### config.mk
export PLATFORM = sky130hd
export DESIGN_NAME = mcpr_cfg
export DESIGN_NICKNAME = d
export VERILOG_FILES = /design/src/rtl/mcpr_pkg.sv /design/src/rtl/mcpr_cfg.sv
export SDC_FILE = /design/constraint.sdc
export NUM_CORES = 1
export LEC_CHECK = 0
export ABC_AREA = 0
export BUFFER_PORTS_ARGS = -buffer_cell sky130_fd_sc_hd__buf_4
export CORE_MARGIN = 2
export CORE_UTILIZATION = 45
export DETAILED_ROUTE_END_ITERATION = 10
export GPL_TIMING_DRIVEN = 0
export PLACE_DENSITY_LB_ADDON = 0.08
export SYNTH_ARGS = -nofsm -noshare
export SYNTH_HDL_FRONTEND = slang
export SYNTH_SLANG_ARGS = --single-unit
### constraint.sdc
create_clock -name clk -period 2.9 [get_ports clk]
set_clock_uncertainty 0.1 [all_clocks]
set_input_delay 0.58 -clock clk [delete_from_list [all_inputs] [get_ports clk]]
set_output_delay 0.58 -clock clk [all_outputs]
set_load 0.05 [all_outputs]
### src/rtl/mcpr_pkg.sv
// Package for the pixel repack block: widths, payload structs, register map.
// No dependencies.
`timescale 1ns / 1ps

package mcpr_pkg;

  localparam int PIXEL_BITS   = 32;
  localparam int RANK_W       = $clog2(PIXEL_BITS);
  localparam int NUM_CHANNELS = 4;
  localparam int NUM_REGS     = 8;
  localparam int CFG_DATA_W   = 32;
  localparam int CFG_ADDR_W   = $clog2(NUM_REGS) + 2;

  typedef logic [PIXEL_BITS-1:0] pixel_t;

  // Register indexes, byte address = 4 * index
  typedef enum logic [$clog2(NUM_REGS)-1:0] {
    REG_SRC_RED   = 3'd0,
    REG_SRC_GREEN = 3'd1,
    REG_SRC_BLUE  = 3'd2,
    REG_SRC_ALPHA = 3'd3,
    REG_DST_RED   = 3'd4,
    REG_DST_GREEN = 3'd5,
    REG_DST_BLUE  = 3'd6,
    REG_DST_ALPHA = 3'd7
  } reg_idx_t;

  localparam pixel_t MASK_RED_RST   = pixel_t'(32'h0000_00ff);
  localparam pixel_t MASK_GREEN_RST = pixel_t'(32'h0000_ff00);
  localparam pixel_t MASK_BLUE_RST  = pixel_t'(32'h00ff_0000);
  localparam pixel_t MASK_ALPHA_RST = pixel_t'(32'hff00_0000);

  typedef struct packed {
    pixel_t pixel_in;
    logic   last_in;
  } in_req_t;

  typedef struct packed {
    pixel_t pixel_out;
    logic   last_out;
  } out_req_t;

  // Channel masks handed from the register file to the datapath
  typedef struct packed {
    logic [NUM_CHANNELS-1:0][PIXEL_BITS-1:0] src_mask;
    logic [NUM_CHANNELS-1:0][PIXEL_BITS-1:0] dst_mask;
  } masks_t;

endpackage

### src/rtl/mcpr_cfg.sv
// APB-style register file holding the eight channel masks.
// Depends on mcpr_pkg.
`timescale 1ns / 1ps

module mcpr_cfg
  import mcpr_pkg::*;
(
  input  logic                  clk,
  input  logic                  rst_n,
  input  logic                  cfg_psel,
  input  logic                  cfg_penable,
  input  logic                  cfg_pwrite,
  input  logic [CFG_ADDR_W-1:0] cfg_paddr,
  input  logic [CFG_DATA_W-1:0] cfg_pwdata,
  output logic [CFG_DATA_W-1:0] cfg_prdata,
  output logic                  cfg_pready,
  output masks_t                masks
);

  pixel_t   mask_r [NUM_REGS];
  reg_idx_t idx;
  logic     wr_en;

  assign idx   = reg_idx_t'(cfg_paddr[CFG_ADDR_W-1:2]);
  assign wr_en = cfg_psel && cfg_penable && cfg_pwrite;

  always_ff @(posedge clk) begin
    if (!rst_n) begin
      mask_r[REG_SRC_RED]   <= MASK_RED_RST;
      mask_r[REG_SRC_GREEN] <= MASK_GREEN_RST;
      mask_r[REG_SRC_BLUE]  <= MASK_BLUE_RST;
      mask_r[REG_SRC_ALPHA] <= MASK_ALPHA_RST;
      mask_r[REG_DST_RED]   <= MASK_RED_RST;
      mask_r[REG_DST_GREEN] <= MASK_GREEN_RST;
      mask_r[REG_DST_BLUE]  <= MASK_BLUE_RST;
      mask_r[REG_DST_ALPHA] <= MASK_ALPHA_RST;
    end else if (wr_en) begin
      mask_r[idx] <= pixel_t'(cfg_pwdata);
    end
  end

  assign cfg_prdata = CFG_DATA_W'(mask_r[idx]);
  assign cfg_pready = 1'b1;

  always_comb begin
    masks.src_mask[0] = mask_r[REG_SRC_RED];
    masks.src_mask[1] = mask_r[REG_SRC_GREEN];
    masks.src_mask[2] = mask_r[REG_SRC_BLUE];
    masks.src_mask[3] = mask_r[REG_SRC_ALPHA];
    masks.dst_mask[0] = mask_r[REG_DST_RED];
    masks.dst_mask[1] = mask_r[REG_DST_GREEN];
    masks.dst_mask[2] = mask_r[REG_DST_BLUE];
    masks.dst_mask[3] = mask_r[REG_DST_ALPHA];
  end

endmodule

==> results of run 1 <==
## layout by cell type (no fill, tap or decap), types with 11 or more instances in the layout
cell type                   Yosys  routed
sky130_fd_sc_hd__and2_1       192     192
sky130_fd_sc_hd__buf_2         19      11
sky130_fd_sc_hd__buf_4          2     331
sky130_fd_sc_hd__clkbuf_1      18      25
sky130_fd_sc_hd__clkbuf_16      0      27
sky130_fd_sc_hd__edfxtp_1     256     256
sky130_fd_sc_hd__mux2_2        11      11
sky130_fd_sc_hd__mux2_4        20      20
sky130_fd_sc_hd__mux4_2        63      63
sky130_fd_sc_hd__nand2b_1      67      65
## power groups by stage
stage | Sequential (mW) | Combinational, mW | Clock (mW)
finish | 4.40 | 2.02 | 3.56
global placement | 4.49 | 1.98 | 0
global route | 4.42 | 2.09 | 3.73
CTS | 4.40 | 2.03 | 3.58
detailed placement | 4.48 | 2.03 | 0
floorplan | 5.17 | 0.625 | 0
## worst max path at each step
stage	start	to	slack, ps	cells past startpoint
2_1_floorplan	cfg_paddr[2]	mask_r[0][0]$_SDFFCE_PN1P_	150	5
3_3_place_gp	rst_n	mask_r[0][7]$_SDFFCE_PN1P_	-1240	5
4_1_cts	cfg_paddr[4]	cfg_prdata[27]	2	6
5_1_grt	cfg_paddr[2]	cfg_prdata[14]	2	5
6_report	cfg_paddr[4]	cfg_prdata[15]	50	6
3_5_place_dp	cfg_paddr[3]	cfg_prdata[3]	-320	5
## per-layer routing
metal,vias up,share of wire [%],global-route usage (%)
met4,2,2.7,7.31
met5,-,0.034,0
met1,3799,40,37.7
met3,60,8.6,5.88
met2,385,49,44.9
li1,3256,-,-
## area by class of cell
class                           instances  area share, %
Timing Repair Buffer                  333           16.8
Clock buffer                           34           4.49
Tap cell                              330           2.64
Sequential cell                       256           49.1
Multi-Input combinational cell        379           23.9
Inverter                                1         0.0240
Buffer                                 45           1.82
Clock inverter                         14           1.26
## critical path, delay by kind of cell
family	cells	cell delay, ps
buf+inv	4	930
mux	2	650
## cells by family (layout without fill, tap and decap cells)
group	count (synthesis)	in the layout	synth area share (%)
AOI/OAI and AO/OA	3	3	0.214
buffers and inverters	46	427	2.24
DFF	256	256	65.9
muxes	95	95	15.9
other	1	1	0.0321
and+or+nand+nor	280	280	15.8
## per-stage QoR
| stage | std cells | setup TNS (ps) |
|---|---|---|
| 5_1_grt | 1392 | 0 |
| 3_3_place_gp | 1336 | -296710 |
| 2_1_floorplan | 681 | 0 |
| 6_report | 1392 | 0 |
| 4_1_cts | 1392 | 0 |
| 3_5_place_dp | 1344 | -43110 |
==> reports/results.ini, run 1 <==
[grt]
largest_net_degree_at_the_start_of_global_routing = 26
grt.overflow.total = 0
wire_length_of_the_first_global_routing_pass_um = 52400
grt_pass1_vias = 7553
grtUsageTotal_pct = 27.5
antenna_found_initial = 1

[routing]
detail_route.drc_violations = 0
drtAntennaViolNets = 0
routed_via_count_divided_by_cell_count = 5.39
routed_wirelength_um = 37800
drt-wirelength-per-cell_um = 27.2
first_drt_pass_iteration_count = 5
first_drt_iteration_drcs = 665
via_count = 7502

[setup_path]
crit_path_cell_trace = buf_4, buf_2, buf_4, mux4_2, mux2_4, buf_4
worstSetupPathType = in -> out
worst_path_largest_cell_delay_ps = 360
critical_path.endpoint_type = primary output
start_kind = primary input
path_max_fanout = 10
critical_path.slowest_cell = sky130_fd_sc_hd__mux4_2
worst_path_most_repeated_cell = sky130_fd_sc_hd__buf_4
critPathRequiredTime_ps = 2220
critical_path_arrival_ps = 2170

[sta]
max_slew_margin_pct = 42.7
fin_crit_sh_pct = 98.2
report.final.slew_viol_count = 0
maxClockFrequency_mhz = 351
timing.final.hold_violations = 0
timing.hold.ws_ps = 263
transition_time_at_the_pin_with_the_least_slew_margin_ps = 859
period_minus_slack_ps = 2850
timing.final.ws_setup_ps = 51.3
finalSetupViolCount = 0
unrepaired_setup_endpoints_after_global_routing = no

[placed_design]
dpl-instance-area_sq_um = 14700
pre_cts_setup_slack_ps = -321
detailed_place_hpwl_um = 25700
port_buffers = 325
gp_routability_congestion = 0.769

[cells_and_area]
areaGrowthSynthToFinish_pct = 34.1
reg_top3 = mask_r (256)
registers.top_by_ff_count = mask_r
multi_input_area_sq_um = 3730
filler_cell_count = 1994
antennaDiodeCount = 0
seq_area_sq_um = 7690
flip_flop_count_of_the_largest_register_after_layout = 256
final_layout_size_suffix_gt1_share_pct = 47.6
net_count_final = 1085
final_core_utilization_pct = 61.8
stdcell_area_sq_um = 15600

[clock_tree]
post_cts_buffers = 0
clkSlewWorstSetupHoldPaths_ps = 60
clock_sink_count = 256
post_cts.resized_instances = 8
max-clock-path-buffers = 3
cts_made_buffers = 27
tritoncts = done
holdBufCountCts = 0
cts_max_level = 1
cts.root.buffer_cell = sky130_fd_sc_hd__clkbuf_16

[worst_hold_path]
hold-path-endpoint = mask_r[2][23]$_SDFFCE_PN1P_
hold_path_origin = cfg_pwdata[23]
hold_depth = 2
min-delay-path-class = in -> reg

[power]
ir_drop_mv = 0.519
share_comb_of_total_power_pct = 20.2
seq_power_share_pct = 44.1
internal_power_mw = 7.07
static_leakage_nw = 6.07
fin_total_pwr_mw = 9.98
switching_share_pct = 29.2
power.share.clock_pct = 35.6
netSwitchingPower_mw = 2.91
power-per-cell-area_nw_per_um2 = 638

[logic_synthesis]
yosys_register_bits = 256
synthesis.nets = 723
synth_edf_count = 256
synth.top_cell.area_share_pct = 65.9
top_post_synthesis_cells_by_area = sky130_fd_sc_hd__edfxtp_1 66%, sky130_fd_sc_hd__mux4_2 12%, sky130_fd_sc_hd__and2_1 10%
ys.warnings.count = 0
synthDistinctLibCells = 29
synth-seq-area-share_pct = 65.9
post_synth.cell_area_avg_sq_um = 17.1
synth-main-ff-cell = sky130_fd_sc_hd__edfxtp_1
most_frequently_used_cell_type_in_the_post_synthesis_netlist = sky130_fd_sc_hd__edfxtp_1
post_synthesis_cell_area_sq_um = 11700
netlist_top_cells_count = 256 x sky130_fd_sc_hd__edfxtp_1, 192 x sky130_fd_sc_hd__and2_1, 67 x sky130_fd_sc_hd__nand2b_1
netlist_instances = 681
fraction_of_registers_with_async_set_reset_pct = 0
netlist.top_cell.by_area = sky130_fd_sc_hd__edfxtp_1

[floorplanning]
io_pins = 331
start_util_pct = 46.1
dieWidth_um = 165
row_count = 58
fp.coreArea_sq_um = 25300
die-height_um = 165
floorplan.die_area_sq_um = 27200

[outcome]
run_status = finished, final reports clean

[flow_run]
maxCapViolCount = 0

Power figures use the tool's default switching activity.
==> run 2, diff against run 1 <==
CTS_BUF_LIST = sky130_fd_sc_hd__clkbuf_4 sky130_fd_sc_hd__clkbuf_8   (was unset)
==> run 2 against run 1 <==
Flip-flop and latch count is the same. Power is 5.4% lower. Setup slack better by 23 ps. Cell area decreased by 0.71%. Wire length shrank 0.22%. Critical path type unchanged. Die area did not move. Highest routed layer unchanged.
==> reports/results.ini, run 2 (synthesis gave the netlist of run 1 again) <==
[floorplanning]
dieWidth_um = 165
die-height_um = 165
floorplan.die_area_sq_um = 27200
row_count = 58
fp.coreArea_sq_um = 25300
io_pins = 331
start_util_pct = 46.1

[setup_path]
start_kind = primary input
crit_path_cell_trace = buf_4, buf_2, buf_4, mux4_2, mux2_4, buf_4
critical_path_arrival_ps = 2150
worst_path_most_repeated_cell = sky130_fd_sc_hd__buf_4
critical_path.endpoint_type = primary output
worstSetupPathType = in -> out
critical_path.slowest_cell = sky130_fd_sc_hd__mux4_2
worst_path_largest_cell_delay_ps = 350
timing.critical_path.max_delay_family = buffers and inverters
critPathBufInv = 4
path_max_fanout = 10
critPathRequiredTime_ps = 2220
cp-startpoint = cfg_paddr[4]

[power]
static_leakage_nw = 6.06
seq_power_share_pct = 46.6
ir_drop_mv = 0.436
share_comb_of_total_power_pct = 21.4
internal_power_mw = 6.56
switching_share_pct = 30.6
netSwitchingPower_mw = 2.89
power.share.clock_pct = 32.0
power-per-cell-area_nw_per_um2 = 608

[cells_and_area]
layout_common_cells = 331 x sky130_fd_sc_hd__buf_4, 256 x sky130_fd_sc_hd__edfxtp_1, 192 x sky130_fd_sc_hd__and2_1
net_count_final = 1101
reg_top3 = mask_r (256)
final_layout_size_suffix_gt1_share_pct = 48.9
final_common_cell = sky130_fd_sc_hd__buf_4
areaGrowthSynthToFinish_pct = 33.1
antennaDiodeCount = 0
flip_flop_count_of_the_largest_register_after_layout = 256
filler_cell_count = 2022
final-instance-count-excl-fill = 1417
registers.top_by_ff_count = mask_r

[worst_hold_path]
min-delay-path-class = in -> reg
hold_path_origin = cfg_pwdata[26]

[sta]
report.final.slew_viol_count = 0
transition_time_at_the_pin_with_the_least_slew_margin_ps = 823
maxClockFrequency_mhz = 354
period_minus_slack_ps = 2830
timing.final.ws_setup_ps = 74.5
max_slew_margin_pct = 45.1
finalSetupViolCount = 0
timing.final.hold_violations = 0
unrepaired_setup_endpoints_after_global_routing = no
timing.hold.ws_ps = 252
fin_crit_sh_pct = 97.4

[clock_tree]
cts.root.buffer_cell = sky130_fd_sc_hd__clkbuf_8
cts_made_buffers = 43
cts_max_level = 2
clock_sink_count = 256
post_cts_buffers = 0
tritoncts = done
max-clock-path-buffers = 3
clkSlewWorstSetupHoldPaths_ps = 60

[placed_design]
dp.cells = 1344
port_buffers = 325
gp_routability_congestion = 0.769
detailed_place_hpwl_um = 25700
pre_cts_setup_slack_ps = -321

[routing]
routed_wirelength_um = 37700
via_count = 7600
drtAntennaViolNets = 0
drt-wirelength-per-cell_um = 26.6
routed_via_count_divided_by_cell_count = 5.36
detail_route.drc_violations = 0
first_drt_pass_iteration_count = 5
first_drt_iteration_drcs = 627

[grt]
wire_length_of_the_first_global_routing_pass_um = 52500
grt.met3_usage_pct = 6.71
grt_pass1_vias = 7610
antenna_found_initial = 1
grtUsageMet2_pct = 44.6
grtUsageTotal_pct = 27.7
global_route.usage.met1_pct = 37.8
grt.overflow.total = 0
global_route_layer_with_the_greatest_usage = met2
largest_net_degree_at_the_start_of_global_routing = 26

[flow_run]
maxCapViolCount = 0

[outcome]
run_status = finished, final reports clean

run 2: cell count changes in the layout (fill, tap and decap cells not counted), sizes merged:
cell,change
clkbuf,+28
bufinv,-5
clkinv,+4
clkinvlp,-2
run 2: what timing repair did:
action / in CTS / in global routing
pin swaps: 0 / 0
endpoints found under the setup margin: 32 / 20
resized for setup: 8 / 6
hold buffers: 0 / 0
gates cloned: 0 / 0
run 2: path summary, 6_finish.rpt:
kind	to	slack, ps	cells after the start
min	mask_r[3][26]$_SDFFCE_PN1P_	250	2
max	cfg_prdata[15]	70	6
run 2: routing by layer:
| layer | wire length, um | vias to the layer above |
|---|---|---|
| met4 | 920 | 2 |
| met2 | 18300 | 406 |
| li1 | - | 3290 |
| met1 | 15200 | 3847 |
| met3 | 3310 | 55 |
| met5 | 13 | - |
run 2: power by group through the flow:
stage / registers (mW) / logic (mW) / clock network, mW
finish: 4.41 / 2.02 / 3.02
global route: 4.42 / 2.09 / 3.23
CTS: 4.40 / 2.03 / 3.05
detailed placement: 4.48 / 2.03 / 0
global placement: 4.49 / 1.98 / 0
floorplan: 5.17 / 0.625 / 0
run 2: cell type report:
cell class              count  area [sq um]  area share, %
plain buffers              45           285           1.84
flip-flops and latches    256          7690           49.5
multi-input cells         379          3730           24.0
clock inverters            11          41.3          0.266
inverters                   1          3.75         0.0242
clock buffers              62           747           4.81
repair buffers            333          2620           16.9
well taps                 330           413           2.66
run 2: per-stage QoR:
| step | setup TNS [ps] | instance area, sq um | utilization [%] | power, mW |
|---|---|---|---|---|
| 5_1_grt | 0 | 15500 | 61.3 | 9.74 |
| 2_1_floorplan | 0 | 11700 | - | 5.79 |
| 6_report | 0 | 15500 | 61.3 | 9.44 |
| 4_1_cts | 0 | 15500 | 61.3 | 9.49 |
| 3_5_place_dp | -43110 | 14700 | 58.1 | 6.50 |
| 3_3_place_gp | -296710 | 14500 | 57.3 | 6.47 |
